[config.mk]
export PLATFORM = sky130hd
export DESIGN_NAME = secure_frame_receiver_unit
export DESIGN_NICKNAME = d
export VERILOG_FILES = /design/src/sfr_pkg.sv /design/src/sfr_front.sv /design/src/sfr_queue.sv /design/src/sfr_back.sv /design/src/secure_frame_receiver_unit.sv
export SDC_FILE = /design/constraint.sdc
export NUM_CORES = 1
export LEC_CHECK = 0
export BUFFER_PORTS_ARGS = -buffer_cell sky130_fd_sc_hd__buf_2
export CORE_ASPECT_RATIO = 1.75
export CORE_MARGIN = 3
export CORE_UTILIZATION = 30
export DETAILED_ROUTE_END_ITERATION = 16
export PLACE_DENSITY = 0.58
export SLEW_MARGIN = 15
export SYNTH_ARGS = -nofsm -noshare
export SYNTH_HDL_FRONTEND = slang
export SYNTH_SLANG_ARGS = --single-unit
[constraint.sdc]
create_clock -name clock -period 6.88 [get_ports clock]
set_input_delay 0.344 -clock clock [delete_from_list [all_inputs] [get_ports clock]]
set_output_delay 0.344 -clock clock [all_outputs]
set_load 0.01 [all_outputs]
[src/sfr_pkg.sv]
`default_nettype none
package sfr_pkg;

   // datagram geometry
   localparam int MAX_DATAGRAM_BYTES = 32;
   localparam int FRAME_LEN          = 21;
   localparam int CRC_SPAN           = 19;
   localparam int PAYLOAD_LEN        = 16;
   localparam int POS_W              = $clog2(MAX_DATAGRAM_BYTES + 1);
   localparam int PAYLOAD_IDX_W      = $clog2(PAYLOAD_LEN);

   // checksum and keystream constants
   localparam logic [15:0] CRC_POLY      = 16'hA001;
   localparam logic [15:0] CRC_INIT      = 16'hFFFF;
   localparam logic [31:0] SEED_FALLBACK = 32'hA5A5A5A5;

   // register defaults
   localparam logic [7:0]  NETWORK_ID_RESET = 8'hA1;
   localparam logic [31:0] KEY_WORD_RESET   = 32'h496F5432;

   // queue between front and back
   localparam int QUEUE_DEPTH = 2;
   localparam int QUEUE_PTR_W = (QUEUE_DEPTH > 1) ? $clog2(QUEUE_DEPTH) : 1;
   localparam int QUEUE_CNT_W = $clog2(QUEUE_DEPTH + 1);

   // register indexes
   typedef enum logic [0:0] {
      CSR_NETWORK_ID = 1'b0,
      CSR_KEY_WORD   = 1'b1
   } csr_index_type;

   // result codes
   typedef enum logic [1:0] {
      STATUS_OK      = 2'd0,
      STATUS_BAD_LEN = 2'd1,
      STATUS_BAD_CRC = 2'd2,
      STATUS_REPLAY  = 2'd3
   } status_type;

   // role of a byte inside the datagram
   typedef enum logic [2:0] {
      CLS_HEAD,
      CLS_NONCE_LO,
      CLS_NONCE_HI,
      CLS_PAYLOAD,
      CLS_TRAIL_LO,
      CLS_TRAIL_HI,
      CLS_IGNORE
   } byte_class_type;

   typedef struct packed {
      logic [7:0] rx_byte;
      logic       frame_end;
   } req_type;

   typedef struct packed {
      logic [1:0]        status;
      logic [7:0]        sensor_id;
      logic signed [31:0] temperature;
      logic [15:0]       humidity;
      logic [31:0]       pressure;
      logic [31:0]       light;
   } rsp_type;

   typedef struct packed {
      logic [7:0]  network_id;
      logic [31:0] key_word;
   } cfg_type;

   // classified byte passed from front to back
   typedef struct packed {
      logic [7:0]               rx_byte;
      logic                     frame_end;
      byte_class_type           cls;
      logic [PAYLOAD_IDX_W-1:0] pay_idx;
      logic                     len_ok;
   } item_type;

   // queue handshake seen by the back
   typedef struct packed {
      logic valid;
      logic full;
   } queue_status_type;

   // one byte of crc-16/modbus, reflected
   function automatic logic [15:0] crc_byte(input logic [15:0] crc, input logic [7:0] b);
      logic [15:0] c;
      c = crc ^ {8'h00, b};
      for (int k = 0; k < 8; k++) begin
         if (c[0]) begin
            c = (c >> 1) ^ CRC_POLY;
         end else begin
            c = c >> 1;
         end
      end
      return c;
   endfunction

   // xorshift32 with shifts 13, 17, 5
   function automatic logic [31:0] xorshift32(input logic [31:0] s);
      logic [31:0] x;
      x = s;
      x = x ^ (x << 13);
      x = x ^ (x >> 17);
      x = x ^ (x << 5);
      return x;
   endfunction

endpackage
`default_nettype wire

[src/sfr_front.sv]
`default_nettype none
module sfr_front (
   input  wire logic             clock,
   input  wire logic             reset,
   input  wire logic             req_valid,
   input  wire sfr_pkg::req_type req_data,
   output logic                  req_ready,
   input  wire logic             q_full,
   output logic                  q_push,
   output sfr_pkg::item_type     q_item
);
   import sfr_pkg::*;

   logic [POS_W-1:0] pos_ff, pos_in;
   logic             accept;

   assign req_ready = !q_full;
   assign accept    = req_valid && req_ready;
   assign q_push    = accept;

   // classify the byte by its position
   always_comb begin
      q_item.rx_byte   = req_data.rx_byte;
      q_item.frame_end = req_data.frame_end;
      q_item.pay_idx   = PAYLOAD_IDX_W'(pos_ff - POS_W'(3));
      q_item.len_ok    = (pos_ff == POS_W'(FRAME_LEN - 1));
      if (pos_ff == POS_W'(0)) begin
         q_item.cls = CLS_HEAD;
      end else if (pos_ff == POS_W'(1)) begin
         q_item.cls = CLS_NONCE_LO;
      end else if (pos_ff == POS_W'(2)) begin
         q_item.cls = CLS_NONCE_HI;
      end else if (pos_ff < POS_W'(CRC_SPAN)) begin
         q_item.cls = CLS_PAYLOAD;
      end else if (pos_ff == POS_W'(CRC_SPAN)) begin
         q_item.cls = CLS_TRAIL_LO;
      end else if (pos_ff == POS_W'(CRC_SPAN + 1)) begin
         q_item.cls = CLS_TRAIL_HI;
      end else begin
         q_item.cls = CLS_IGNORE;
      end
   end

   // saturating byte position, cleared after the last byte
   always_comb begin
      pos_in = pos_ff;
      if (accept) begin
         if (req_data.frame_end) begin
            pos_in = '0;
         end else if (pos_ff < POS_W'(MAX_DATAGRAM_BYTES)) begin
            pos_in = pos_ff + POS_W'(1);
         end
      end
   end

   always_ff @(posedge clock) begin
      if (reset) begin
         pos_ff <= '0;
      end else begin
         pos_ff <= pos_in;
      end
   end

endmodule
`default_nettype wire

[src/sfr_queue.sv]
`default_nettype none
module sfr_queue (
   input  wire logic                    clock,
   input  wire logic                    reset,
   input  wire logic                    push,
   input  wire sfr_pkg::item_type       push_item,
   input  wire logic                    pop,
   output sfr_pkg::item_type            pop_item,
   output sfr_pkg::queue_status_type    status
);
   import sfr_pkg::*;

   item_type               entries_ff [QUEUE_DEPTH];
   logic [QUEUE_PTR_W-1:0] wr_ptr_ff, wr_ptr_in;
   logic [QUEUE_PTR_W-1:0] rd_ptr_ff, rd_ptr_in;
   logic [QUEUE_CNT_W-1:0] count_ff, count_in;

   assign status.valid = (count_ff != '0);
   assign status.full  = (count_ff == QUEUE_CNT_W'(QUEUE_DEPTH));
   assign pop_item     = entries_ff[rd_ptr_ff];

   // pointer and fill count update
   always_comb begin
      wr_ptr_in = wr_ptr_ff;
      rd_ptr_in = rd_ptr_ff;
      count_in  = count_ff;
      if (push) begin
         wr_ptr_in = (wr_ptr_ff == QUEUE_PTR_W'(QUEUE_DEPTH - 1)) ? '0
                     : wr_ptr_ff + QUEUE_PTR_W'(1);
      end
      if (pop) begin
         rd_ptr_in = (rd_ptr_ff == QUEUE_PTR_W'(QUEUE_DEPTH - 1)) ? '0
                     : rd_ptr_ff + QUEUE_PTR_W'(1);
      end
      if (push && !pop) begin
         count_in = count_ff + QUEUE_CNT_W'(1);
      end else if (pop && !push) begin
         count_in = count_ff - QUEUE_CNT_W'(1);
      end
   end

   always_ff @(posedge clock) begin
      if (reset) begin
         wr_ptr_ff <= '0;
         rd_ptr_ff <= '0;
         count_ff  <= '0;
      end else begin
         wr_ptr_ff <= wr_ptr_in;
         rd_ptr_ff <= rd_ptr_in;
         count_ff  <= count_in;
      end
   end

   // entry storage
   always_ff @(posedge clock) begin
      if (push) begin
         entries_ff[wr_ptr_ff] <= push_item;
      end
   end

endmodule
`default_nettype wire

[src/sfr_back.sv]
`default_nettype none
module sfr_back (
   input  wire logic                     clock,
   input  wire logic                     reset,
   input  wire sfr_pkg::cfg_type         cfg,
   input  wire sfr_pkg::queue_status_type q_status,
   input  wire sfr_pkg::item_type        q_item,
   output logic                          q_pop,
   output logic                          rsp_valid,
   input  wire logic                     rsp_ready,
   output sfr_pkg::rsp_type              rsp_data
);
   import sfr_pkg::*;

   logic [15:0] crc_ff, crc_in;
   logic [31:0] prng_ff, prng_in;
   logic [15:0] nonce_ff, nonce_in;
   logic        header_ok_ff, header_ok_in;
   logic [15:0] trailer_ff, trailer_in;
   logic [15:0] last_nonce_ff, last_nonce_in;
   logic        first_frame_ff, first_frame_in;
   logic [7:0]  payload_ff [PAYLOAD_LEN];
   logic        rsp_valid_ff, rsp_valid_in;
   rsp_type     rsp_data_ff, rsp_data_in;

   logic        can_load;
   logic        finish;
   logic        pay_write;
   logic [7:0]  pay_byte;
   logic [31:0] seed;
   logic [31:0] prng_step;
   status_type  status;

   assign can_load  = !rsp_valid_ff || rsp_ready;
   assign q_pop     = q_status.valid && (!q_item.frame_end || can_load);
   assign finish    = q_pop && q_item.frame_end;
   assign rsp_valid = rsp_valid_ff;
   assign rsp_data  = rsp_data_ff;

   assign seed      = cfg.key_word ^ {q_item.rx_byte, nonce_ff[7:0],
                                      q_item.rx_byte, nonce_ff[7:0]};
   assign prng_step = xorshift32(prng_ff);
   assign pay_byte  = q_item.rx_byte ^ prng_step[7:0];
   assign pay_write = q_pop && (q_item.cls == CLS_PAYLOAD);

   // per-byte frame state update
   always_comb begin
      crc_in       = crc_ff;
      prng_in      = prng_ff;
      nonce_in     = nonce_ff;
      header_ok_in = header_ok_ff;
      trailer_in   = trailer_ff;
      case (q_item.cls)
         CLS_HEAD: begin
            crc_in       = crc_byte(crc_ff, q_item.rx_byte);
            header_ok_in = (q_item.rx_byte == cfg.network_id);
         end
         CLS_NONCE_LO: begin
            crc_in   = crc_byte(crc_ff, q_item.rx_byte);
            nonce_in = {nonce_ff[15:8], q_item.rx_byte};
         end
         CLS_NONCE_HI: begin
            crc_in   = crc_byte(crc_ff, q_item.rx_byte);
            nonce_in = {q_item.rx_byte, nonce_ff[7:0]};
            prng_in  = (seed != '0) ? seed : SEED_FALLBACK;
         end
         CLS_PAYLOAD: begin
            crc_in  = crc_byte(crc_ff, q_item.rx_byte);
            prng_in = prng_step;
         end
         CLS_TRAIL_LO: begin
            trailer_in = {trailer_ff[15:8], q_item.rx_byte};
         end
         CLS_TRAIL_HI: begin
            trailer_in = {q_item.rx_byte, trailer_ff[7:0]};
         end
         default: begin
         end
      endcase
   end

   // frame verdict, checked in order length/id, crc, replay
   always_comb begin
      if (!q_item.len_ok || !header_ok_in) begin
         status = STATUS_BAD_LEN;
      end else if (crc_in != trailer_in) begin
         status = STATUS_BAD_CRC;
      end else if (!first_frame_ff && (nonce_in == last_nonce_ff)) begin
         status = STATUS_REPLAY;
      end else begin
         status = STATUS_OK;
      end
   end

   // output register and replay history
   always_comb begin
      rsp_valid_in   = rsp_valid_ff;
      rsp_data_in    = rsp_data_ff;
      last_nonce_in  = last_nonce_ff;
      first_frame_in = first_frame_ff;
      if (rsp_valid_ff && rsp_ready) begin
         rsp_valid_in = 1'b0;
      end
      if (finish) begin
         rsp_valid_in = 1'b1;
         rsp_data_in  = '0;
         rsp_data_in.status = status;
         if (status == STATUS_OK) begin
            last_nonce_in          = nonce_in;
            first_frame_in         = 1'b0;
            rsp_data_in.sensor_id  = payload_ff[0];
            rsp_data_in.temperature = {payload_ff[4], payload_ff[3],
                                       payload_ff[2], payload_ff[1]};
            rsp_data_in.humidity   = {payload_ff[6], payload_ff[5]};
            rsp_data_in.pressure   = {payload_ff[10], payload_ff[9],
                                      payload_ff[8], payload_ff[7]};
            rsp_data_in.light      = {payload_ff[14], payload_ff[13],
                                      payload_ff[12], payload_ff[11]};
         end
      end
   end

   always_ff @(posedge clock) begin
      if (reset) begin
         crc_ff         <= CRC_INIT;
         prng_ff        <= '0;
         nonce_ff       <= '0;
         header_ok_ff   <= 1'b0;
         trailer_ff     <= '0;
         last_nonce_ff  <= '0;
         first_frame_ff <= 1'b1;
         rsp_valid_ff   <= 1'b0;
      end else begin
         last_nonce_ff  <= last_nonce_in;
         first_frame_ff <= first_frame_in;
         rsp_valid_ff   <= rsp_valid_in;
         if (finish) begin
            crc_ff       <= CRC_INIT;
            prng_ff      <= '0;
            nonce_ff     <= '0;
            header_ok_ff <= 1'b0;
            trailer_ff   <= '0;
         end else if (q_pop) begin
            crc_ff       <= crc_in;
            prng_ff      <= prng_in;
            nonce_ff     <= nonce_in;
            header_ok_ff <= header_ok_in;
            trailer_ff   <= trailer_in;
         end
      end
   end

   // result payload holds without reset
   always_ff @(posedge clock) begin
      rsp_data_ff <= rsp_data_in;
   end

   // decrypted payload store
   always_ff @(posedge clock) begin
      if (pay_write) begin
         payload_ff[q_item.pay_idx] <= pay_byte;
      end
   end

endmodule
`default_nettype wire

[src/secure_frame_receiver_unit.sv]
// secure frame receiver: one datagram byte per beat, verdict on the last byte
// throughput: one byte per cycle while the queue is not full; one result per datagram
// result path: the last byte is written into the queue; once the output register can
// load, the queue entry is checked and its verdict lands in the output register
// reset clears byte position, queue, frame state, replay history and
// registers to defaults; the decrypted payload store is not reset
`default_nettype none
module secure_frame_receiver_unit (
   input  wire logic              clock,
   input  wire logic              reset,
   input  wire logic              req_valid,
   output logic                   req_ready,
   input  wire sfr_pkg::req_type  req_data,
   output logic                   rsp_valid,
   input  wire logic              rsp_ready,
   output sfr_pkg::rsp_type       rsp_data,
   input  wire logic              csr_valid,
   output logic                   csr_ready,
   input  wire logic [0:0]        csr_index,
   input  wire logic [31:0]       csr_data
);
   import sfr_pkg::*;

   cfg_type          cfg_ff, cfg_in;
   logic             q_push;
   logic             q_pop;
   item_type         push_item;
   item_type         pop_item;
   queue_status_type q_status;

   assign csr_ready = 1'b1;

   // configuration registers
   always_comb begin
      cfg_in = cfg_ff;
      if (csr_valid && csr_ready) begin
         case (csr_index_type'(csr_index))
            CSR_NETWORK_ID: cfg_in.network_id = csr_data[7:0];
            CSR_KEY_WORD:   cfg_in.key_word   = csr_data;
            default: begin
            end
         endcase
      end
   end

   always_ff @(posedge clock) begin
      if (reset) begin
         cfg_ff.network_id <= NETWORK_ID_RESET;
         cfg_ff.key_word   <= KEY_WORD_RESET;
      end else begin
         cfg_ff <= cfg_in;
      end
   end

   // byte classification
   sfr_front u_front (
      .clock     (clock),
      .reset     (reset),
      .req_valid (req_valid),
      .req_data  (req_data),
      .req_ready (req_ready),
      .q_full    (q_status.full),
      .q_push    (q_push),
      .q_item    (push_item)
   );

   // decoupling queue
   sfr_queue u_queue (
      .clock     (clock),
      .reset     (reset),
      .push      (q_push),
      .push_item (push_item),
      .pop       (q_pop),
      .pop_item  (pop_item),
      .status    (q_status)
   );

   // check, decrypt and report
   sfr_back u_back (
      .clock     (clock),
      .reset     (reset),
      .cfg       (cfg_ff),
      .q_status  (q_status),
      .q_item    (pop_item),
      .q_pop     (q_pop),
      .rsp_valid (rsp_valid),
      .rsp_ready (rsp_ready),
      .rsp_data  (rsp_data)
   );

endmodule
`default_nettype wire

==> summary.md <==
| Metric | Value |
|---|---|
| Status | `complete, no violations` |
| Max incr delay on CP | `930 ps` |
| Setup Fix Bufs, Post-CTS | `0` |
| Critical path, cell by cell | `buf_4 > mux2i_4 > xnor2_1 > xnor2_2 > xnor3_2 > and4_1 > nor4_1 > nand3_1 > or3_1 > a21oi_1` |
| Total number of vias | `12,630` |
| Die X | `193.4 µm` |
| Die height | `333.9 µm` |
| Num rows | `119` |
| Synth-to-layout area growth | `16.85%` |
| Final RePlAce weighted congestion | `0.8331` |
| MaxCap Viol Count | `0` |
| Clock buffer depth | `3` |
| Drt pass-1 iters | `5` |
| CTS H-tree depth | `2` |
| Fill cells | `5,973` |
| Compound-Gate Fraction of Synth Area | `9.261%` |
| EDFF count, synth | `276` |
| Drt drc | `0` |
| Crit-path slowest cell | `dfxtp_2` |
| Post-cts sizing count | `0` |
| Antenna violations before repair | `0` |
| Final instance area | `21,530 µm²` |
| Syn avg cell area | `11.67 µm²` |
| DR WL/cell | `18.89 µm` |
| N_diodes | `0` |
| Critical path class | `reg2reg` |
| Hold_buf cts | `13` |
| Pin count of the biggest net entering global routing | `121` |
| Synth Area in XOR/XNOR | `7.869%` |
| Mapped Area | `18,430 µm²` |
| Crit Path Max Fanout | `33` |
| Distinct cells, synth | `75` |
| Slew HR | `22.98%` |
| Total congestion overflow | `0` |
| Worst min path class | `in2reg` |
| Nets | `1,779` |
| Slew of the pin with the lowest slew margin | `1146 ps` |
| Simple-gate share of the synthesized area | `15.20%` |
| CP Data Required Time | `7360 ps` |
| Sink Count | `426` |
| Boundary pin count | `172` |
| Final ANT Viol Nets | `0` |
| Register area share after synthesis | `61.27%` |
| Post-Synthesis Cells | `1,579` |
| CTS tree | `built` |
| Synth Register Bits | `426` |
| Synth Area in Adders | `0.3395%` |
| Number of port buffers | `170` |
| Mapped Nets | `1,631` |
| DR iter-0 viols | `1,150` |
| First-pass GRT wire length | `72,810 µm` |
| Final Skew | `32.46 ps` |
| Leak pwr | `8.037 nW` |
| CP delay by family, top | `simple AND/OR/NAND/NOR gates` |
| Worst path bufs/invs | `1` |
| Largest family of logic cells by synthesized area | `simple AND/OR/NAND/NOR gates` |
| Min-delay src | `csr_data[8]` |
| Yosys warning count | `0` |
| Asr flop ratio synth | `0%` |
| Clk root buf | `clkbuf_16` |
| Initial Util | `30.48%` |
| DIE AREA | `64,550 µm²` |
| Vias in the first global route | `12,250` |
| Clk_lat worst skew | `550 ps` |
| Mux share of post-synthesis cell area | `3.212%` |
| Final TNS setup | `0 ps` |
| Gr usage total | `14.29%` |
| TritonCTS Buffers | `41` |
| Worst hold slack | `26.80 ps` |
| Tmin final | `5024 ps` |
| Top_reg_cell synth | `edfxtp_1` |
| Max-slew violations | `0` |
| Period utilisation layout | `73.02%` |
| Fmax | `199.0 MHz` |
| Worst path arrival time | `5500 ps` |
| DPL Wire Length | `33,430 µm` |
| Clk pin slew, worst setup/hold paths | `70 ps` |
| Nature of the critical path endpoint | `flop` |
| DP Area | `20,080 µm²` |
| Endpoints failing setup | `0` |
| Maximum vdd drop | `261.2 µV` |
| RSZ-0062 raised after global routing | `false` |
| Total area of sequential cells | `11,290 µm²` |
| Drt via density | `4.966` |
| Layout cells sized above 1 | `16.95%` |
| Area of the core | `60,450 µm²` |
| CP Launch Type | `flop` |
| Fin. Hold Viols | `0` |
| Total routed wirelength | `48,050 µm` |
| PD cells | `413.9 nW/µm²` |
| Multi-input logic area | `6683 µm²` |
## final timing paths
check,endpoint,slack (ps),depth (start not counted)
worst max-delay path,u_back.last_nonce_ff[12],1860,10
worst min-delay path,cfg_ff[8],30,3
worst max register to register,u_back.last_nonce_ff[12],1860,10
worst min register to register,cfg_ff[35],470,2
## power breakdown
group | internal, W | switching (W) | leakage [nW] | total (W)
clock network | 0.00128 | 0.000966 | 0.640 | 0.00225
logic | 0.00108 | 0.00196 | 3.62 | 0.00304
registers | 0.00336 | 0.000266 | 3.77 | 0.00363
## sequential cells by signal (all words and copies together) (netlist names), named ones only
| register | flops |
|---|---|
| u_back.rsp_data | 122 |
| u_back.payload_ff | 120 |
| cfg_ff | 40 |
| u_queue.entries_ff | 34 |
| u_back.prng_ff | 32 |
| u_back.crc_ff | 16 |
| u_back.last_nonce_ff | 16 |
| u_back.nonce_ff | 16 |
| u_back.trailer_ff | 16 |
| u_front.pos_ff | 6 |
| u_queue.count_ff | 2 |
| u_back.first_frame_ff | 1 |
| u_back.header_ok_ff | 1 |
| u_back.rsp_valid | 1 |
| u_queue.rd_ptr_ff | 1 |
| u_queue.wr_ptr_ff | 1 |
## cell families (layout without fill, tap and decap cells)
logic type      count (synthesis)  count (layout)
compound gates                266             266
other cells                     1               1
xor+xnor                      158             158
simple gates                  549             549
fa+ha+maj                       5               5
buf+inv                       124             303
mux                            50              50
flops                         426             426
## cell type report
| class | count | area share [%] |
|---|---|---|
| timing repair buffer | 207 | 5.450 |
| tap | 786 | 4.567 |
| sequential | 426 | 52.44 |
| clock inverter | 22 | 1.069 |
| multi-input combinational | 1029 | 31.03 |
| inverter | 22 | 0.3835 |
| clock buffer | 52 | 5.055 |
## cells in the mapped netlist (27+ instances only)
library cell / n / area share (%)
edfxtp_1: 276 / 45
nand2_1: 159 / 3.2
dfxtp_1: 150 / 16
and3_1: 134 / 4.5
nor2_1: 103 / 2.1
xnor2_1: 93 / 4.4
a21oi_1: 87 / 2.4
clkbuf_1: 85 / 1.7
xor2_1: 59 / 2.8
o21ai_0: 45 / 1.2
a211oi_1: 38 / 1.5
mux2i_1: 30 / 1.6
nor3_1: 30 / 0.81
o211ai_1: 27 / 1.1
## routing by layer
layer,vias to the layer above,GRT usage [%],share of wire [%]
li1,6025,-,-
met1,6053,16.33,39
met2,430,26.07,51
met3,125,2.056,4.8
met4,0,6.992,5.2
met5,-,0,0
## layout by cell type (no fill, tap or decap), types with 38 or more instances in the layout
master / synthesis / final
a211oi_1: 38 / 38
a21oi_1: 87 / 87
and3_1: 134 / 134
buf_2: 6 / 170
clkbuf_16: 0 / 42
dfxtp_1: 150 / 149
edfxtp_1: 276 / 276
nand2_1: 159 / 159
nor2_1: 103 / 100
o21ai_0: 45 / 45
xnor2_1: 93 / 88
xor2_1: 59 / 59
## worst register-to-register path, delay by kind of cell, from the launching register on
| family | cells | cell delay (ps) |
|---|---|---|
| AND/OR/NAND/NOR | 4 | 2050 |
| XOR/XNOR | 3 | 1010 |
| flip-flops | 1 | 930 |
| multiplexers | 1 | 470 |
| buffers and inverters | 1 | 370 |
| AO/OA/AOI/OAI | 1 | 140 |
## per-stage QoR
step	util [%]	power (W)	cells	setup slack, ps
after floorplan	-	0.005599	1579	158.2
after global placement	33.22	0.006684	2457	1986
after detailed placement	33.22	0.006723	2457	1905
after CTS	35.62	0.008999	2544	1926
after global routing	35.62	0.009349	2544	1591
final	35.62	0.008912	2544	1856
(Power assumes the default switching activity.)
